--- src/rtl/core/hbb_pkg.sv ---
// hbb_pkg: shared constants, types and register codes of the horizontal box blur
// used by every module under rtl/core, depends on nothing
package hbb_pkg;

    localparam int MAX_BLUR    = 64;
    localparam int IDX_W       = $clog2(MAX_BLUR);
    localparam int LEN_W       = IDX_W + 1;
    localparam int MAX_WIDTH   = 4096;
    localparam int COL_W       = $clog2(MAX_WIDTH) + 1;
    localparam int NUM_LANES   = 4;
    localparam int SAMPLE_W    = 8;
    localparam int SUM_W       = SAMPLE_W + IDX_W;
    localparam int MAX_RESULTS = 33;
    localparam int RES_W       = $clog2(MAX_RESULTS + 1);
    localparam int DIV_STEPS   = SAMPLE_W;
    localparam int STEP_W      = $clog2(DIV_STEPS);
    localparam int CFG_IDX_W   = 1;
    localparam int CFG_DATA_W  = 7;
    localparam int CHAN_W      = 3;

    localparam logic [CFG_IDX_W-1:0] REG_BLUR_LENGTH   = 1'd0;
    localparam logic [CFG_IDX_W-1:0] REG_CHANNEL_COUNT = 1'd1;

    typedef logic [SAMPLE_W-1:0] sample_t;
    typedef sample_t [NUM_LANES-1:0] pixel_t;
    typedef logic [SUM_W-1:0] sum_t;

    typedef struct packed {
        logic             en;
        logic [IDX_W-1:0] idx;
        pixel_t           pix;
    } ring_wr_t;

    typedef struct packed {
        logic [IDX_W-1:0] idx;
        pixel_t           pix;
    } ring_rd_t;

    typedef struct packed {
        logic                   start;
        logic [LEN_W-1:0]       divisor;
        sum_t [NUM_LANES-1:0]   dividend;
    } div_req_t;

    typedef struct packed {
        logic   done;
        pixel_t quotient;
    } div_rsp_t;

endpackage

--- src/rtl/core/hbb_cell.sv ---
// hbb_cell: one pixel slot of the rotating window ring
// takes its neighbor's pixel each cycle unless loaded, cleared at reset, depends on hbb_pkg
module hbb_cell (
    input  logic            aclk,
    input  logic            aresetn,
    input  logic            load,
    input  hbb_pkg::pixel_t load_pix,
    input  hbb_pkg::pixel_t shift_in,
    output hbb_pkg::pixel_t pix_out
);
    import hbb_pkg::*;

    pixel_t pix_reg;
    pixel_t pix_next;

    always_comb begin
        pix_next = load ? load_pix : shift_in;
    end

    always_ff @(posedge aclk) begin
        if (!aresetn) begin
            pix_reg <= '0;
        end else begin
            pix_reg <= pix_next;
        end
    end

    assign pix_out = pix_reg;

endmodule

--- src/rtl/core/hbb_ring.sv ---
// hbb_ring: ring of MAX_BLUR cells holding the window store, rotating every cycle
// head cell and its store index form the read port, depends on hbb_pkg and hbb_cell
module hbb_ring (
    input  logic              aclk,
    input  logic              aresetn,
    input  hbb_pkg::ring_wr_t wr,
    output hbb_pkg::ring_rd_t rd
);
    import hbb_pkg::*;

    logic [IDX_W-1:0] rot_reg;
    logic [IDX_W-1:0] rot_next;
    logic [IDX_W-1:0] load_pos;
    pixel_t           chain [MAX_BLUR];

    // store index at cell k after the shift is rot + 1 + k
    assign load_pos = wr.idx - rot_reg - IDX_W'(1);
    assign rot_next = rot_reg + IDX_W'(1);

    always_ff @(posedge aclk) begin
        if (!aresetn) begin
            rot_reg <= '0;
        end else begin
            rot_reg <= rot_next;
        end
    end

    for (genvar k = 0; k < MAX_BLUR; k++) begin : g_cell
        localparam int NXT = (k + 1) % MAX_BLUR;
        hbb_cell u_cell (
            .aclk     (aclk),
            .aresetn  (aresetn),
            .load     (wr.en && (load_pos == IDX_W'(k))),
            .load_pix (wr.pix),
            .shift_in (chain[NXT]),
            .pix_out  (chain[k])
        );
    end

    assign rd.idx = rot_reg;
    assign rd.pix = chain[0];

endmodule

--- config.mk ---
export PLATFORM = sky130hd
export DESIGN_NAME = hbb_ring
export DESIGN_NICKNAME = d
export VERILOG_FILES = /design/src/rtl/core/hbb_pkg.sv /design/src/rtl/core/hbb_cell.sv /design/src/rtl/core/hbb_ring.sv
export SDC_FILE = /design/constraint.sdc
export NUM_CORES = 2
export LEC_CHECK = 0
export BUFFER_PORTS_ARGS = -buffer_cell sky130_fd_sc_hd__buf_2
export CAP_MARGIN = 10
export CORE_MARGIN = 2
export CORE_UTILIZATION = 65
export CTS_BUF_LIST = sky130_fd_sc_hd__clkbuf_4
export DETAILED_ROUTE_END_ITERATION = 10
export PLACE_DENSITY = 0.82
export SLEW_MARGIN = 20
export SYNTH_ARGS = -nofsm -noshare
export SYNTH_HDL_FRONTEND = slang
export SYNTH_SLANG_ARGS = --single-unit
--- constraint.sdc ---
create_clock -name aclk -period 3.7 [get_ports aclk]
set_input_delay 0.74 -clock aclk [delete_from_list [all_inputs] [get_ports aclk]]
set_output_delay 0.74 -clock aclk [all_outputs]
set_load 0.02 [all_outputs]
==> flow_summary.yaml <==
drt:
  via_per_inst: 5.50
  dr.pass1.iters: 6
  vias: 49631
  ant_nets: 0
  routed_wl_um: 173000
  drc: 0
  avgRoutedWirePerCell_um: 19.2
  first_iter_violations: 4075
synth:
  synth_top_family_by_area: "multiplexers"
  synth_common_cells: "nand2_1 (2089), mux2i_1 (2070), dfxtp_1 (2054)"
  syn_area_um2: 74200
  synth_top_area_share: 0.554
  synth-edff-count: 0
  synth.area.mux_share: 0.280
  yosys_warnings: 0
  yosys.area_share.simple: 0.114
  synth_xor_area_frac: 0.00143
  syn-num-nets: 7083
  synth_compound_area_frac: 0.00690
  synthTopCellsByArea: "dfxtp_1 (55%), mux2i_1 (28%), nand2_1 (11%), clkbuf_1 (2.2%), buf_2 (1.1%)"
  ys_ff_latch: 2054
  ys.flop_type: "dfxtp_1"
  async_flop_share: 0
  synth_area_per_cell_um2: 10.5
  syn_inst: 7035
  synth_cell_type_count: 41
  seq_area_frac_synth: 0.554
  yosysTopAreaCell: "dfxtp_1"
  synth.most_common_cell: "nand2_1"
  synthAdderAreaFrac: 0.00128
critical_path:
  crit_arrival_ns: 4.75
  reg2reg_to: "g_cell[16].u_cell.pix_out[0]"
  r2r-start: "rot_reg[0]"
  worst_setup_path_end_kind: "flip-flop"
  startpoint: "rot_reg[0]"
  r2r_slack_ns: 0.04
  start_kind: "flip-flop"
  worst-path-buf-inv: 4
  critPathMaxStageDelay_ns: 0.68
  path_max_fanout: 32
  critPathKind: "reg2reg"
  rr_worst_depth: 11
  path_cells: "inv_1, ha_1, inv_1, fa_1, xor2_2, buf_4, nand4_1, mux2i_1, nand4_2, buf_12, mux2i_1"
  slowest_stage: "mux2i_1"
  cp.required_ns: 4.79
  crit_family: "multiplexers"
power_and_ir_drop:
  power_w: 0.0422
  p_leak_nw: 38.0
  ir_drop_v: 0.000411
  powerDensity_nw_per_um2: 508
die:
  core_area_um2: 113000
  start_util: 0.658
  num_io_pins: 79
  die_area_um2: 117000
  die_w_um: 342
  rows: 123
  die_height_um: 342
worst_hold_path:
  min_to: "g_cell[51].u_cell.pix_out[22]"
  worstHoldPathType: "in2reg"
  hold_depth: 3
  min-delay-start: "wr[22]"
cells_and_area:
  fin_area_um2: 83100
  n_fill_cell: 7499
  syn_to_final_growth_pct: 12.0
  final_util: 0.736
  nets: 7219
  largest_reg_flops: 2048
  layout-drive-gt1-share: 0.152
timing:
  maxSlewHeadroom: 0.285
  period_needed_ns: 3.66
  fin_crit_sh: 0.988
  finalHoldViolCount: 0
  worst_pin_slew_ns: 1.07
  setup_violations: 0
  timing.fmax_mhz: 274
  rsz0062_at_grt: "false"
  skew_ns: 0.152
  maxSlewViolCount: 0
cts:
  tritoncts: "done"
  clockBufferDepth: 4
  postCtsSetupRepairBufs: 0
  cts.sinks: 2054
  root_buffer: "clkbuf_4"
  clk_pin_slew_ns: 0.07
  clk_latency_ns: 1.31
  cts_buffers: 490
  cts.htree.levels: 5
global_route:
  grt_start_max_net_pins: 223
  grt_pass1_wl_um: 273000
  gr-total-overflow: 0
  antenna_found_initial: 7
  grtUsageTotal: 0.292
  grt_pass1_vias: 50423
outcome:
  status: "completed"
place:
  placed_area_um2: 77100
  gp_congestion: 1.02
  port_buffers: 78
  dpl.hpwl_um: 101000
run:
  maxCapViolCount: 0
==> worst max path at each step <==
| stage | endpoint | slack, ns | depth (start not counted) |
|---|---|---|---|
| 6_report | g_cell[16].u_cell.pix_out[0] | 0.04 | 11 |
| 5_1_grt | g_cell[51].u_cell.pix_out[4] | 0.02 | 13 |
| 4_1_cts | g_cell[16].u_cell.pix_out[0] | 0.14 | 11 |
| 3_5_place_dp | g_cell[16].u_cell.pix_out[0] | -0.15 | 11 |
| 3_3_place_gp | g_cell[16].u_cell.pix_out[2] | -0.10 | 11 |
| 2_1_floorplan | g_cell[29].u_cell.pix_out[0] | 0.59 | 11 |
==> what timing repair did <==
| action | 4_1_cts | 5_1_grt |
|---|---|---|
| hold endpoints to repair | 46 | 0 |
| setup endpoints to repair | 0 | 2 |
| gates resized for setup | 0 | 1 |
| hold buffers | 1 | 0 |
==> layout make-up <==
class	count	area, um2	share of cell area
sequential	2054	41100	0.495
multi-input combinational	4296	30500	0.367
clock buffer	705	5290	0.0637
timing repair buffer	322	3620	0.0435
tap	1500	1880	0.0226
clock inverter	129	684	0.00824
inverter	7	26.3	0.000316
antenna	4	10.0	0.000120
==> cell usage in the layout, fill, tap and decap left out, types with 3 or more instances in the layout <==
| cell type | synthesis | layout |
|---|---|---|
| nand4_2 | 6 | 6 |
| o211ai_4 | 10 | 14 |
| nor2b_1 | 3 | 3 |
| diode_2 | 0 | 4 |
| xnor2_1 | 6 | 6 |
| nand2b_1 | 3 | 3 |
| a21oi_4 | 1 | 3 |
| buf_2 | 156 | 77 |
| dfxtp_1 | 2054 | 2054 |
| clkinv_2 | 0 | 9 |
| nor4_4 | 6 | 12 |
| clkinvlp_4 | 0 | 3 |
| nand2_1 | 2089 | 2057 |
| clkbuf_4 | 0 | 705 |
| bufinv_16 | 0 | 6 |
| nand3_1 | 6 | 5 |
| inv_1 | 7 | 7 |
| nor2_1 | 9 | 9 |
| ha_1 | 6 | 6 |
| o211ai_1 | 4 | 4 |
| nand2_4 | 0 | 32 |
| nor3_1 | 6 | 5 |
| mux2i_1 | 2070 | 2070 |
| and2_1 | 5 | 5 |
| buf_12 | 0 | 111 |
| clkinv_4 | 0 | 3 |
| buf_4 | 88 | 133 |
| nand4_1 | 16 | 16 |
| clkinv_1 | 0 | 106 |
| a211oi_4 | 0 | 14 |
==> where the power goes <==
part	leakage, nW	internal [W]	switching, W
logic	17.9	0.000600	0.00149
clock network	3.55	0.00910	0.00861
registers	16.5	0.0223	0.0000722
total	38.0	0.0320	0.0102
==> stage by stage <==
stage,worst slack (ns),setup TNS [ns],hold slack [ns],cells
2_1_floorplan,0.594,0,0.420,7035
3_3_place_gp,-0.102,-0.276,0.422,8178
3_5_place_dp,-0.154,-0.855,0.427,8178
4_1_cts,0.139,0,0.00270,9013
5_1_grt,0.0159,0,0.0504,9014
6_report,0.0438,0,0.118,9017
==> metal layers <==
metal	GRT usage	routed length, um
met1	0.392	77800
met2	0.449	77100
met3	0.0920	14300
met4	0.0943	3520
met5	0.00980	198
==> worst min-delay path: cells and delay by family <==
family	cells	cell delay, ns
simple gates	1	0.29
buf+inv	1	0.10
mux	1	0.24
==> cells by family after synthesis <==
group / count (synthesis)
adders and majority gates: 7
xor gates and xnor gates: 10
buffers and inverters: 685
DFF: 2054
and+or+nand+nor: 2167
muxes: 2074
AOI/OAI and AO/OA: 38
Power figures use the tool's default switching activity.
