<file path="src/rtl/core/hbb_pkg.sv">
// hbb_pkg: shared constants, types and register codes of the horizontal box blur
// used by every module under rtl/core, depends on nothing
package hbb_pkg;

    localparam int MAX_BLUR    = 64;
    localparam int IDX_W       = $clog2(MAX_BLUR);
    localparam int LEN_W       = IDX_W + 1;
    localparam int MAX_WIDTH   = 4096;
    localparam int COL_W       = $clog2(MAX_WIDTH) + 1;
    localparam int NUM_LANES   = 4;
    localparam int SAMPLE_W    = 8;
    localparam int SUM_W       = SAMPLE_W + IDX_W;
    localparam int MAX_RESULTS = 33;
    localparam int RES_W       = $clog2(MAX_RESULTS + 1);
    localparam int DIV_STEPS   = SAMPLE_W;
    localparam int STEP_W      = $clog2(DIV_STEPS);
    localparam int CFG_IDX_W   = 1;
    localparam int CFG_DATA_W  = 7;
    localparam int CHAN_W      = 3;

    localparam logic [CFG_IDX_W-1:0] REG_BLUR_LENGTH   = 1'd0;
    localparam logic [CFG_IDX_W-1:0] REG_CHANNEL_COUNT = 1'd1;

    typedef logic [SAMPLE_W-1:0] sample_t;
    typedef sample_t [NUM_LANES-1:0] pixel_t;
    typedef logic [SUM_W-1:0] sum_t;

    typedef struct packed {
        logic             en;
        logic [IDX_W-1:0] idx;
        pixel_t           pix;
    } ring_wr_t;

    typedef struct packed {
        logic [IDX_W-1:0] idx;
        pixel_t           pix;
    } ring_rd_t;

    typedef struct packed {
        logic                   start;
        logic [LEN_W-1:0]       divisor;
        sum_t [NUM_LANES-1:0]   dividend;
    } div_req_t;

    typedef struct packed {
        logic   done;
        pixel_t quotient;
    } div_rsp_t;

endpackage

</file>
<file path="src/rtl/core/hbb_div.sv">
// hbb_div: four-lane restoring divider, one quotient bit per cycle
// quotient is known to fit a sample, depends on hbb_pkg
module hbb_div (
    input  logic              aclk,
    input  logic              aresetn,
    input  hbb_pkg::div_req_t req,
    output hbb_pkg::div_rsp_t rsp
);
    import hbb_pkg::*;

    logic              busy_reg;
    logic              busy_next;
    logic              done_reg;
    logic              done_next;
    logic [STEP_W-1:0] step_reg;
    logic [STEP_W-1:0] step_next;
    logic [LEN_W-1:0]  divisor_reg;
    logic [LEN_W-1:0]  divisor_next;
    logic [LEN_W-1:0]  rem_reg  [NUM_LANES];
    logic [LEN_W-1:0]  rem_next [NUM_LANES];
    pixel_t            quo_reg;
    pixel_t            quo_next;

    always_comb begin
        logic [LEN_W:0] trial [NUM_LANES];
        logic [LEN_W:0] diff  [NUM_LANES];
        logic           ge    [NUM_LANES];
        busy_next    = busy_reg;
        done_next    = 1'b0;
        step_next    = step_reg;
        divisor_next = divisor_reg;
        quo_next     = quo_reg;
        for (int l = 0; l < NUM_LANES; l++) begin
            trial[l]    = {rem_reg[l], quo_reg[l][SAMPLE_W-1]};
            diff[l]     = trial[l] - {1'b0, divisor_reg};
            ge[l]       = trial[l] >= {1'b0, divisor_reg};
            rem_next[l] = rem_reg[l];
        end
        if (req.start) begin
            busy_next    = 1'b1;
            step_next    = '0;
            divisor_next = req.divisor;
            for (int l = 0; l < NUM_LANES; l++) begin
                rem_next[l] = LEN_W'(req.dividend[l][SUM_W-1:SAMPLE_W]);
                quo_next[l] = req.dividend[l][SAMPLE_W-1:0];
            end
        end else if (busy_reg) begin
            step_next = step_reg + STEP_W'(1);
            for (int l = 0; l < NUM_LANES; l++) begin
                rem_next[l] = ge[l] ? diff[l][LEN_W-1:0] : trial[l][LEN_W-1:0];
                quo_next[l] = {quo_reg[l][SAMPLE_W-2:0], ge[l]};
            end
            if (step_reg == STEP_W'(DIV_STEPS - 1)) begin
                busy_next = 1'b0;
                done_next = 1'b1;
            end
        end
    end

    always_ff @(posedge aclk) begin
        if (!aresetn) begin
            busy_reg <= 1'b0;
            done_reg <= 1'b0;
        end else begin
            busy_reg <= busy_next;
            done_reg <= done_next;
        end
    end

    always_ff @(posedge aclk) begin
        step_reg    <= step_next;
        divisor_reg <= divisor_next;
        quo_reg     <= quo_next;
        for (int l = 0; l < NUM_LANES; l++) begin
            rem_reg[l] <= rem_next[l];
        end
    end

    assign rsp.done     = done_reg;
    assign rsp.quotient = quo_reg;

endmodule

</file>
<file path="config.mk">
export PLATFORM = sky130hd
export DESIGN_NAME = hbb_div
export DESIGN_NICKNAME = d
export VERILOG_FILES = /design/src/rtl/core/hbb_pkg.sv /design/src/rtl/core/hbb_div.sv
export SDC_FILE = /design/constraint.sdc
export NUM_CORES = 1
export LEC_CHECK = 0
export ABC_CLOCK_PERIOD_IN_PS = 3400
export BUFFER_PORTS_ARGS = -buffer_cell sky130_fd_sc_hd__buf_2
export CAP_MARGIN = 5
export CORE_MARGIN = 5
export CORE_UTILIZATION = 35
export DETAILED_ROUTE_END_ITERATION = 7
export SYNTH_ARGS = -nofsm -noshare
export SYNTH_HDL_FRONTEND = slang
export SYNTH_SLANG_ARGS = --single-unit
export TNS_END_PERCENT = 20
</file>
<file path="constraint.sdc">
create_clock -name aclk -period 3.4 [get_ports aclk]
set_input_delay 1.02 -clock aclk [delete_from_list [all_inputs] [get_ports aclk]]
set_output_delay 1.02 -clock aclk [all_outputs]
set_load 0.1 [all_outputs]
</file>
==> run summary, run 1 <==
Global routing
* pin count of the biggest net entering global routing: 66
* antenna violations before repair: 0
* Total GRT Usage: 15.6%
* via count of the first global-routing pass: 3497
* Remaining Overflow, GRT: 0
* first-pass GRT wire length: 17.9 mm

Critical path
* critical path data required time: 3.50 ns
* largest incremental delay on the critical path: 0.53 ns
* cell-by-cell trace of the critical path: ha_1 -> inv_1 -> fa_1 -> a211oi_2 -> o211ai_1 -> a311o_1 -> mux2i_1 -> a22o_2
* element type at the critical path end: flop
* CP max FO: 10
* Top Family by Delay on Critical Path: compound AO/OA/AOI/OAI gates
* Worst Setup Start Kind: flop
* slowest cell on the critical path: sky130_fd_sc_hd__a311o_1
* sum of buffers and inverters on the critical path: 1
* arrival time of the worst setup path: 2.85 ns
* kind of critical path: reg -> reg

Yosys
* number of enable-type register cells in the synthesized netlist: 63
* synthesized net count: 491
* number of distinct library cells after synthesis: 49
* Async SR Flop Fraction: 0%
* flip-flop and latch count after synthesis: 72
* Post-Synthesis Cell Area: 0.00438 sq mm
* sequential cell area fraction in the yosys report: 47.3%
* Yosys warning count: 0
* number of cells produced by synthesis: 391
* mean instance size in the synthesized netlist: 11.2 sq um
* prevailing post-synth register cell: sky130_fd_sc_hd__edfxtp_1

Timing
* Max Freq: 363 MHz
* Worst Tran Pin Value: 0.561 ns
* final slew viol count: 0
* setup repair after global routing missed its margin: no
* worst max-slew margin expressed relative to the limit: 62.6%
* crit path time final: 2.75 ns
* Final Setup Violations: 0
* period utilization: 81.0%
* aggregate negative setup slack: 0 ns
* final hold viol count: 0
* worst-case clock skew: 0.00867 ns
* final-layout worst hold slack: 0.462 ns

Clocking
* clock transition time at the flip-flop clock pins of the worst setup and hold paths: 0.06 ns
* number of H-tree branching levels: 3
* clock buffers created by TritonCTS: 9
* maximum count of clock buffers along a single path: 2
* # hold bufs at CTS: 0
* number of sinks handled by clock tree synthesis: 72
* CTS tree: yes
* CTS Root Buffer Type: sky130_fd_sc_hd__clkbuf_16
* Post-CTS Resized: 0
* Post-CTS Setup Repair Bufs: 0
* clock latency at the later pin of the worst-skew pair: 0.34 ns

Routing
* routed via count divided by cell count: 5.12
* number of DRC violations after detailed routing: 0
* final routed wirelength across all metal layers: 11.2 mm
* number of optimization iterations in the first detailed-route pass: 4
* wire per inst: 16.9 um
* initial DRC count: 221
* via count: 3387
* antenna violation net count after detailed routing: 0

Placement
* GP Congestion: 0.850
* count of input and output buffers: 98
* half-perimeter wire length after placement: 8.01 mm

Hold path
* worst hold-check path type: reg -> reg

Final layout
* number of antenna cells inserted: 0
* net total in the final layout: 589
* core utilization of the finished layout: 44.1%
* share of layout cells above drive strength 1: 31.8%
* area grow syn2layout: 22.4%
* number of flip-flops under the largest register name: 32

Power and ir drop
* P_leak: 2.22 nW
* power density over the cells: 593 mW/mm^2
* total power consumption of the routed design: 3.18 mW
* maximum ir drop on the vdd rail: 0.000465 V

Job
* max-capacitance violation count: 0

Die
* Die Height: 122 um
* total die area: 0.0149 sq mm
* number of rows in the core area: 40
* initial cell density of the core: 36.0%
* I/O pin cnt: 99
* core outline area: 0.0122 sq mm
* width of the die: 122 um

Outcome
* status: completed

## Yosys cell counts (3+ instances only)
cell                        n  area share, %
sky130_fd_sc_hd__a311o_1    3           0.68
sky130_fd_sc_hd__nor2b_1    5           0.71
sky130_fd_sc_hd__xor2_1     6            1.2
sky130_fd_sc_hd__a21oi_1   14            1.6
sky130_fd_sc_hd__ha_1      30            8.6
sky130_fd_sc_hd__nand2b_1   9            1.3
sky130_fd_sc_hd__mux2i_1   17            3.9
sky130_fd_sc_hd__nand2_1   32            2.7
sky130_fd_sc_hd__nand4_1    4           0.57
sky130_fd_sc_hd__a211oi_2   3           0.86
sky130_fd_sc_hd__nand3_1   10            1.1
sky130_fd_sc_hd__inv_1     19            1.6
sky130_fd_sc_hd__dfxtp_1    9            4.1
sky130_fd_sc_hd__fa_1       4            1.8
sky130_fd_sc_hd__buf_4      3           0.51
sky130_fd_sc_hd__o311ai_0   9            1.8
sky130_fd_sc_hd__mux2_2    30            7.7
sky130_fd_sc_hd__o21a_1     3           0.51
sky130_fd_sc_hd__o211ai_1   3           0.51
sky130_fd_sc_hd__xnor2_1    9            1.8
sky130_fd_sc_hd__clkbuf_1   9           0.77
sky130_fd_sc_hd__edfxtp_1  63             43
sky130_fd_sc_hd__o21ai_0   35            4.0
sky130_fd_sc_hd__nor2_1    29            2.5
## per-stage QoR
stage,area (sq um),setup WS [ns],cells
2_1_floorplan,4380,0.424,391
3_3_place_gp,5070,0.745,646
3_5_place_dp,5070,0.678,646
4_1_cts,5370,0.634,662
5_1_grt,5370,0.531,662
6_report,5370,0.647,662
## final cells by class
cell class	instances	area, sq um
repair buffers	104	561
multi-input cells	283	2160
flip-flops and latches	72	2070
clock buffers	9	225
inverters	19	71.3
well taps	168	210
clock inverters	7	72.6
fillers	1164	6790
## cell families after synthesis
group | after synthesis | share of synthesized area, %
compound gates | 89 | 13.7
mux | 47 | 11.6
buf+inv | 36 | 3.57
simple gates | 98 | 10.5
fa+ha+maj | 34 | 10.4
xor+xnor | 15 | 3.00
flops | 72 | 47.3
## worst reg2reg max path: cells and delay by family, from the launching register on
| family | cells | cell delay, ns |
|---|---|---|
| compound gates | 4 | 1.20 |
| fa+ha+maj | 2 | 0.63 |
| mux | 1 | 0.19 |
| buf+inv | 1 | 0.06 |
| flops | 1 | 0.44 |
## worst paths after layout
path / depth (start not counted) / slack (ns) / end / startpoint
max: 8 / 0.65 / rem_reg[3][0]$_DFFE_PP_ / divisor_reg[0]$_DFFE_PP_
min: 2 / 0.46 / rem_reg[2][6]$_SDFFE_PP0P_ / rem_reg[2][6]$_SDFFE_PP0P_
max reg2reg: 8 / 0.65 / rem_reg[3][0]$_DFFE_PP_ / divisor_reg[0]$_DFFE_PP_
min reg2reg: 2 / 0.46 / rem_reg[2][6]$_SDFFE_PP0P_ / rem_reg[2][6]$_SDFFE_PP0P_
## placed cells by master, fill, tap and decap left out, types with 3 or more instances in the layout
master,n
sky130_fd_sc_hd__nor2b_1,5
sky130_fd_sc_hd__xnor2_1,9
sky130_fd_sc_hd__ha_1,30
sky130_fd_sc_hd__edfxtp_1,63
sky130_fd_sc_hd__nor2_1,29
sky130_fd_sc_hd__a21oi_1,14
sky130_fd_sc_hd__buf_2,98
sky130_fd_sc_hd__clkinv_4,3
sky130_fd_sc_hd__inv_1,18
sky130_fd_sc_hd__mux2_2,30
sky130_fd_sc_hd__a211oi_2,3
sky130_fd_sc_hd__o311ai_0,9
sky130_fd_sc_hd__xor2_1,6
sky130_fd_sc_hd__dfxtp_1,9
sky130_fd_sc_hd__mux2i_1,17
sky130_fd_sc_hd__o211ai_1,3
sky130_fd_sc_hd__nand3_1,10
sky130_fd_sc_hd__o21a_1,3
sky130_fd_sc_hd__nand2b_1,9
sky130_fd_sc_hd__nand4_1,4
sky130_fd_sc_hd__a311o_1,3
sky130_fd_sc_hd__fa_1,4
sky130_fd_sc_hd__nand2_1,32
sky130_fd_sc_hd__buf_4,4
sky130_fd_sc_hd__o21ai_0,35
sky130_fd_sc_hd__clkbuf_16,9
## metal layers
metal / GRT usage, % / share of wire, % / vias to the layer above / routed length [um]
met4: 4.48 / 1.4 / 0 / 154
met5: 0 / 0 / - / 0
met2: 24.0 / 43 / 114 / 4870
li1: - / - / 1663 / -
met3: 7.10 / 9.1 / 14 / 1020
met1: 19.9 / 46 / 1596 / 5160
## power by group
part | total, mW | switching [mW] | internal [mW]
sequential | 1.15 | 0.0600 | 1.09
clock | 0.954 | 0.387 | 0.568
combinational | 1.08 | 0.736 | 0.349
total | 3.18 | 1.18 | 2.00
No activity file was read; power rests on OpenSTA's default activity.
==> run 2, diff against run 1 <==
--- a/config.mk
+++ b/config.mk
@@ -5,7 +5,8 @@
 export SDC_FILE = /design/constraint.sdc
 export NUM_CORES = 1
 export LEC_CHECK = 0
-export ABC_CLOCK_PERIOD_IN_PS = 3400
+export ABC_AREA = 1
+export ABC_CLOCK_PERIOD_IN_PS = 2500
 export BUFFER_PORTS_ARGS = -buffer_cell sky130_fd_sc_hd__buf_2
 export CAP_MARGIN = 5
 export CORE_MARGIN = 5
==> constraint.sdc (replaced) <==
create_clock -name aclk -period 2.5 [get_ports aclk]
set_input_delay 0.75 -clock aclk [delete_from_list [all_inputs] [get_ports aclk]]
set_output_delay 0.75 -clock aclk [all_outputs]
set_load 0.1 [all_outputs]
==> run 2 against run 1 <==
Against the previous run: synthesized cell count up 54%; sequential cell count stayed put; cell area rose by 7.7%; via count up 27%; routed wire length increased by 14%; area after synthesis grew 9.4%; hold slack improved by 0.013 ns; clock power is 23% higher; clock-buffer cell count is 3 higher; critical path depth is 2 higher.
==> run summary, run 2 <==
Global routing
* Total GRT Usage: 16.1%, +0.47 points
* pin count of the biggest net entering global routing: 51, -23%
* via count of the first global-routing pass: 4311, +23%
* GR Layer Usage met2: 24.7%, +0.72 points
* busiest layer in global routing: met2
* antenna violations before repair: 0, unchanged
* first-pass GRT wire length: 20.9 mm, +17%
* global-route met3 utilization: 4.47%, -2.6 points
* Remaining Overflow, GRT: 0, unchanged
* global routing usage on met1: 22.3%, +2.3 points

Critical path
* largest incremental delay on the critical path: 0.42 ns, -0.11 ns
* Worst Setup Start Kind: flop
* kind of critical path: reg -> reg
* sum of buffers and inverters on the critical path: 2, +1
* cell repeated most along the worst path: sky130_fd_sc_hd__nand3_1
* cell-by-cell trace of the critical path: inv_1 -> ha_1 -> inv_1 -> fa_1 -> nand3_1 -> nand3_1 -> o21ai_2 -> nand3_1 -> nand3_1 -> nand2_1
* slowest cell on the critical path: sky130_fd_sc_hd__fa_1
* Top Family by Delay on Critical Path: adder cells
* element type at the critical path end: flop
* arrival time of the worst setup path: 2.37 ns, -0.48 ns
* CP max FO: 8, -2
* critical path data required time: 2.58 ns, -0.92 ns

Clocking
* # hold bufs at CTS: 0, unchanged
* clock transition time at the flip-flop clock pins of the worst setup and hold paths: 0.06 ns, about the same
* maximum count of clock buffers along a single path: 2, unchanged
* number of H-tree branching levels: 3, unchanged
* clock latency at the later pin of the worst-skew pair: 0.33 ns, about the same
* Post-CTS Resized: 0, unchanged
* clock buffers created by TritonCTS: 9, unchanged
* CTS Root Buffer Type: sky130_fd_sc_hd__clkbuf_16
* CTS tree: yes
* Post-CTS Setup Repair Bufs: 0, unchanged
* number of sinks handled by clock tree synthesis: 72, unchanged

Final layout
* number of flip-flops under the largest register name: 32, unchanged
* core utilization of the finished layout: 43.3%, -0.83 points
* area used by multi-input combinational logic: 0.00239 sq mm, +11%
* leading cell types in the layout, fill and taps excluded: 252 x sky130_fd_sc_hd__nand2_1, 98 x sky130_fd_sc_hd__buf_2, 69 x sky130_fd_sc_hd__inv_1
* number of antenna cells inserted: 0, unchanged
* combined flip-flop and latch cell area: 0.00207 sq mm, unchanged
* count of fill cells added during filler insertion: 1357, +17%
* commonest non-fill, non-tap cell in the layout: sky130_fd_sc_hd__nand2_1
* Non-Filler Cell Area, Final: 0.00578 sq mm, +7.7%
* area grow syn2layout: 20.5%
* share of layout cells above drive strength 1: 19.7%, -12 points
* net total in the final layout: 805, +37%

Yosys
* Async SR Flop Fraction: 0%, unchanged
* top cell type by total area after synthesis: sky130_fd_sc_hd__edfxtp_1
* combinational family with the most area after synthesis: simple AND/OR/NAND/NOR gates
* top-area cell type share of the netlist area: 39.4%, -3.7 points
* library cell with the highest instance count after synthesis: sky130_fd_sc_hd__nand2_1
* number of distinct library cells after synthesis: 27, -45%
* mean instance size in the synthesized netlist: 7.98 sq um, -29%
* sequential cell area fraction in the yosys report: 43.2%, -4.1 points
* Yosys warning count: 0, unchanged
* Compound-Gate Fraction of Synth Area: 4.54%, -9.2 points
* commonest cells in the synthesized netlist: 252 x sky130_fd_sc_hd__nand2_1, 70 x sky130_fd_sc_hd__inv_1, 64 x sky130_fd_sc_hd__nand3_1
* xor and xnor fraction of the mapped netlist area: 1.64%, -1.4 points
* post-synthesis share of cell area spent on and, or, nand and nor gates: 34.2%, +24 points
* number of enable-type register cells in the synthesized netlist: 63, unchanged
* number of cells produced by synthesis: 601, +54%
* portion of netlist area occupied by mux cells: 0%, -12 points
* prevailing post-synth register cell: sky130_fd_sc_hd__edfxtp_1
* Synth Area in Adders: 9.50%, -0.89 points
* flip-flop and latch count after synthesis: 72, unchanged
* Post-Synthesis Cell Area: 0.00480 sq mm, +9.4%
* top post-synthesis cells by area: sky130_fd_sc_hd__edfxtp_1 39%, sky130_fd_sc_hd__nand2_1 20%, sky130_fd_sc_hd__ha_1 7.8%
* synthesized net count: 701, +43%

Power and ir drop
* maximum ir drop on the vdd rail: 0.000511 V, +9.7%
* P_leak: 2.91 nW, +31%
* power density over the cells: 750 mW/mm^2, +26%

Die
* width of the die: 127 um, +4.2%
* core outline area: 0.0133 sq mm, +9.8%
* number of rows in the core area: 42, +5.0%
* total die area: 0.0161 sq mm, +8.6%
* I/O pin cnt: 99, unchanged
* initial cell density of the core: 35.9%, -0.12 points
* Die Height: 127 um, +4.2%

Timing
* aggregate negative setup slack: 0 ns, unchanged
* period utilization: 91.5%, +10 points
* final hold viol count: 0, unchanged
* Worst Tran Pin Value: 0.519 ns, -0.0427 ns
* final slew viol count: 0, unchanged
* worst max-slew margin expressed relative to the limit: 65.4%, +2.8 points
* crit path time final: 2.29 ns, -0.466 ns
* setup repair after global routing missed its margin: no
* Final Setup Violations: 0, unchanged
* Max Freq: 437 MHz, +20%
* worst-case clock skew: 0.00520 ns, -0.00347 ns
* final-layout worst hold slack: 0.475 ns, +0.0134 ns

Placement
* placed cell areas: 0.00551 sq mm, +8.7%
* GP Congestion: 0.903, +6.3%
* count of input and output buffers: 98, unchanged
* half-perimeter wire length after placement: 9.66 mm, +21%

Routing
* number of optimization iterations in the first detailed-route pass: 5, +1
* antenna violation net count after detailed routing: 0, unchanged
* number of DRC violations after detailed routing: 0, unchanged
* wire per inst: 14.4 um, -15%
* final routed wirelength across all metal layers: 12.8 mm, +14%
* routed via count divided by cell count: 4.87, -4.9%
* initial DRC count: 281, +27%
* via count: 4313, +27%

Job
* max-capacitance violation count: 0, unchanged

Hold path
* worst hold-check path type: reg -> reg

Outcome
* status: completed

[run 2: final timing paths]
path | from | to | slack (ns) | depth (start not counted)
min | rem_reg[0][6]$_SDFFE_PP0P_ | rem_reg[0][6]$_SDFFE_PP0P_ | 0.47 | 2
max reg2reg | rsp[15]$_DFFE_PP_ | rem_reg[1][5]$_DFFE_PP_ | 0.21 | 10
max | rsp[15]$_DFFE_PP_ | rem_reg[1][5]$_DFFE_PP_ | 0.21 | 10
min reg2reg | rem_reg[0][6]$_SDFFE_PP0P_ | rem_reg[0][6]$_SDFFE_PP0P_ | 0.47 | 2
[run 2: kinds of logic after synthesis]
family,after synthesis
simple gates,375
fa+ha+maj,34
buf+inv,85
flops,72
compound gates,26
xor+xnor,9
[run 2: layout make-up]
class	count	area share, %
clock buffer	12	4.26
sequential	72	35.8
inverter	71	4.68
tap	176	3.81
timing repair buffer	107	9.65
clock inverter	4	0.368
multi-input combinational	444	41.4
[run 2: power by group]
part	internal, mW	switching [mW]	total (mW)
registers	1.47	0.0840	1.55
logic	0.470	1.14	1.61
clock network	0.692	0.478	1.17
total	2.63	1.70	4.34
[run 2: layer usage]
| layer | vias to the layer above | part of all wire [%] | wire length [um] |
|---|---|---|---|
| li1 | 2173 | - | - |
| met1 | 1963 | 47 | 6030 |
| met2 | 162 | 43 | 5510 |
| met3 | 15 | 8.1 | 1030 |
| met4 | 0 | 1.7 | 212 |
| met5 | - | 0 | 0 |
[run 2: per-stage QoR]
stage               setup slack (ns)  power [mW]  instances
floorplan                    -0.0113        2.83        601
global placement               0.281        3.16        870
detailed placement             0.223        3.18        870
CTS                            0.210        4.37        886
global route                  0.0259        4.60        886
finish                         0.214        4.34        886
[run 2: worst register-to-register path, stage by stage (launching register included)]
cell                       delay, ns
sky130_fd_sc_hd__edfxtp_1       0.39
sky130_fd_sc_hd__inv_1          0.13
sky130_fd_sc_hd__ha_1           0.16
sky130_fd_sc_hd__inv_1          0.07
sky130_fd_sc_hd__fa_1           0.42
sky130_fd_sc_hd__nand3_1        0.11
sky130_fd_sc_hd__nand3_1        0.14
sky130_fd_sc_hd__o21ai_2        0.35
sky130_fd_sc_hd__nand3_1        0.12
sky130_fd_sc_hd__nand3_1        0.10
sky130_fd_sc_hd__nand2_1        0.05
==> run 3, diff against run 2 <==
--- a/config.mk
+++ b/config.mk
@@ -6,7 +6,7 @@
 export NUM_CORES = 1
 export LEC_CHECK = 0
 export ABC_AREA = 1
-export ABC_CLOCK_PERIOD_IN_PS = 2500
+export ABC_CLOCK_PERIOD_IN_PS = 1900
 export BUFFER_PORTS_ARGS = -buffer_cell sky130_fd_sc_hd__buf_2
 export CAP_MARGIN = 5
 export CORE_MARGIN = 5
==> constraint.sdc (replaced) <==
create_clock -name aclk -period 1.9 [get_ports aclk]
set_input_delay 0.57 -clock aclk [delete_from_list [all_inputs] [get_ports aclk]]
set_output_delay 0.57 -clock aclk [all_outputs]
set_load 0.1 [all_outputs]
==> run 3 against run 2 <==
Against the previous run: the run now ends with setup timing left; combinational power grew 64%; final cell count grew 8.1%; via count grew 3.7%; hold slack lost 0.067 ns; clock-buffer cell count is the same; power grew 47%; register-to-register slack lost 0.29 ns; sequential share of layout area shrank 4.7 points; sequential power grew 32%; clock power grew 44%; die area is the same.
==> run summary, run 3 (synthesis results as in run 2) <==
Die
* width of the die: 127 um, unchanged
* initial cell density of the core: 35.9%, unchanged
* core outline area: 0.0133 sq mm, unchanged
* I/O pin cnt: 99, unchanged
* total die area: 0.0161 sq mm, unchanged
* number of rows in the core area: 42, unchanged
* Die Height: 127 um, unchanged

Critical path
* R2R Setup Slk: -0.07 ns, -0.29 ns
* number of cells traversed by the worst register-to-register path: 10, unchanged
* CP max FO: 7, -1
* kind of critical path: reg -> reg
* arrival time of the worst setup path: 2.07 ns, -0.30 ns
* slowest cell on the critical path: sky130_fd_sc_hd__edfxtp_1
* Worst R2R End: rem_reg[2][2]$_DFFE_PP_
* element type at the critical path end: flop
* cell-by-cell trace of the critical path: buf_6 -> ha_1 -> inv_2 -> fa_2 -> nand3_4 -> nand2_4 -> o21ai_4 -> nand3b_1 -> nand3_1 -> nand2_1
* Worst Setup Start Kind: flop
* Top Family by Delay on Critical Path: adder cells
* largest incremental delay on the critical path: 0.38 ns, -0.04 ns
* sum of buffers and inverters on the critical path: 2, unchanged
* critical path data required time: 1.99 ns, -0.59 ns
* r2r startpoint: divisor_reg[0]$_DFFE_PP_

Final layout
* number of flip-flops under the largest register name: 32, unchanged
* share of layout cells above drive strength 1: 32.0%, +12 points
* count of non-filler cells in the finished layout: 958, +8.1%
* net total in the final layout: 877, +8.9%
* leading cell types in the layout, fill and taps excluded: 250 x sky130_fd_sc_hd__nand2_1, 95 x sky130_fd_sc_hd__buf_2, 74 x sky130_fd_sc_hd__buf_4
* commonest non-fill, non-tap cell in the layout: sky130_fd_sc_hd__nand2_1
* count of fill cells added during filler insertion: 1301, -4.1%
* number of antenna cells inserted: 0, unchanged
* area grow syn2layout: 38.7%

Routing
* number of optimization iterations in the first detailed-route pass: 4, -1
* routed via count divided by cell count: 4.67, -4.1%
* via count: 4471, +3.7%
* wire per inst: 13.7 um, -5.4%
* final routed wirelength across all metal layers: 13.1 mm, +2.3%
* number of DRC violations after detailed routing: 0, unchanged
* initial DRC count: 204, -27%
* antenna violation net count after detailed routing: 0, unchanged

Timing
* final hold viol count: 0, unchanged
* period utilization: 104%, +12 points
* worst max-slew margin expressed relative to the limit: 67.0%, +1.6 points
* final slew viol count: 0, unchanged
* setup repair after global routing missed its margin: yes
* least setup slack across all paths after layout: -0.0733 ns, -0.287 ns
* Max Freq: 507 MHz, +16%
* Final Setup Violations: 28, +28
* worst-case clock skew: 0.00705 ns, +0.00184 ns
* Worst Tran Pin Value: 0.498 ns, -0.0206 ns
* crit path time final: 1.97 ns, -0.313 ns

Hold path
* worst hold-check path type: in -> reg
* endpoint of the worst hold-timing path: divisor_reg[1]$_DFFE_PP_
* WHS Path Cells: 1, -1
* critical hold path startpoint: req[57]

Power and ir drop
* power density over the cells: 958 mW/mm^2, +28%
* maximum ir drop on the vdd rail: 0.000541 V, +6.0%
* total power consumption of the routed design: 6.37 mW, +47%
* P_leak: 3.33 nW, +15%

Clocking
* # hold bufs at CTS: 0, unchanged
* CTS Root Buffer Type: sky130_fd_sc_hd__clkbuf_16
* number of H-tree branching levels: 3, unchanged
* CTS tree: yes
* number of sinks handled by clock tree synthesis: 72, unchanged
* clock latency at the later pin of the worst-skew pair: 0.34 ns, about the same
* clock buffers created by TritonCTS: 9, unchanged
* maximum count of clock buffers along a single path: 2, unchanged
* clock transition time at the flip-flop clock pins of the worst setup and hold paths: 0.06 ns, about the same

Outcome
* status: finished, violations left
* failing checks: setup timing

Placement
* GP Congestion: 0.921, +2.0%
* half-perimeter wire length after placement: 10.0 mm, +3.8%
* count of input and output buffers: 98, unchanged
* Cell Count Post-Placement: 931, +7.0%
* worst-case setup slack after placement: -0.119 ns, -0.342 ns

Job
* max-capacitance violation count: 0, unchanged

Global routing
* antenna violations before repair: 0, unchanged
* Remaining Overflow, GRT: 0, unchanged
* pin count of the biggest net entering global routing: 45, -12%
* first-pass GRT wire length: 20.9 mm, about the same
* Total GRT Usage: 16.1%, about the same
* via count of the first global-routing pass: 4383, +1.7%

run 3: cell count changes in the layout (fill, tap and decap cells not counted), moves of 3 or more:
cell / delta
sky130_fd_sc_hd__nand3_1: -11
sky130_fd_sc_hd__nand3_4: +3
sky130_fd_sc_hd__inv_1: -7
sky130_fd_sc_hd__buf_2: -3
sky130_fd_sc_hd__fa_1: -4
sky130_fd_sc_hd__nor2_1: -4
sky130_fd_sc_hd__ha_2: +4
sky130_fd_sc_hd__buf_12: +8
sky130_fd_sc_hd__inv_2: +7
sky130_fd_sc_hd__nand3_2: +8
sky130_fd_sc_hd__buf_4: +65
sky130_fd_sc_hd__ha_1: -6
sky130_fd_sc_hd__fa_2: +4
run 3: worst register-to-register path, cell delays in order, from the launching register on:
cell                       delay, ns
sky130_fd_sc_hd__edfxtp_1       0.38
sky130_fd_sc_hd__buf_6          0.12
sky130_fd_sc_hd__ha_1           0.15
sky130_fd_sc_hd__inv_2          0.05
sky130_fd_sc_hd__fa_2           0.36
sky130_fd_sc_hd__nand3_4        0.09
sky130_fd_sc_hd__nand2_4        0.07
sky130_fd_sc_hd__o21ai_4        0.25
sky130_fd_sc_hd__nand3b_1       0.11
sky130_fd_sc_hd__nand3_1        0.10
sky130_fd_sc_hd__nand2_1        0.06
run 3: metrics by stage:
stage / cell area [sq um] / setup TNS, ns / hold WS [ns] / util, %
after global routing: 6650 / -4.30 / 0.399 / 49.8
after detailed placement: 6140 / -2.06 / 0.461 / 46.0
after floorplan: 4880 / -41.79 / 0.445 / -
after CTS: 6510 / -0.834 / 0.395 / 48.8
final: 6650 / -1.19 / 0.408 / 49.8
after global placement: 6140 / -1.32 / 0.457 / 46.0
run 3: power by group:
group          leakage (nW)  switching, mW  internal (mW)
clock                 0.144          0.646           1.04
sequential            0.721          0.105           1.93
combinational          2.47           1.65          0.999
total                  3.33           2.40           3.98
run 3: what timing repair did:
item | CTS | global route
pin swaps | 13 | 7
gates resized for setup | 14 | 22
endpoints found under the setup margin | 27 | 33
buffers inserted | 4 | 7
run 3: worst max-delay path by stage:
stage                                  start  cells after the start                      end
floorplan                  rsp[15]$_DFFE_PP_                     10  rem_reg[1][0]$_DFFE_PP_
global placement           rsp[15]$_DFFE_PP_                     10  rem_reg[1][1]$_DFFE_PP_
detailed placement         rsp[15]$_DFFE_PP_                     10  rem_reg[1][3]$_DFFE_PP_
CTS                        rsp[23]$_DFFE_PP_                     10  rem_reg[2][0]$_DFFE_PP_
global route        divisor_reg[0]$_DFFE_PP_                     10  rem_reg[0][1]$_DFFE_PP_
finish              divisor_reg[0]$_DFFE_PP_                     10  rem_reg[2][2]$_DFFE_PP_
run 3: metal layers:
metal	vias up	wire (um)	GRT usage, %
met5	-	0	0
met4	0	153	3.97
met3	11	773	4.51
met2	124	6100	26.3
met1	2019	6050	21.3
li1	2317	-	-
run 3: cell type report:
cell class,count,area [sq um],share of cell area (%)
Clock buffer,12,246,3.71
Clock inverter,4,43.8,0.658
Multi-Input combinational cell,444,2590,38.9
Tap cell,176,220,3.31
Sequential cell,72,2070,31.2
Timing Repair Buffer,179,1210,18.2
Inverter,71,269,4.04
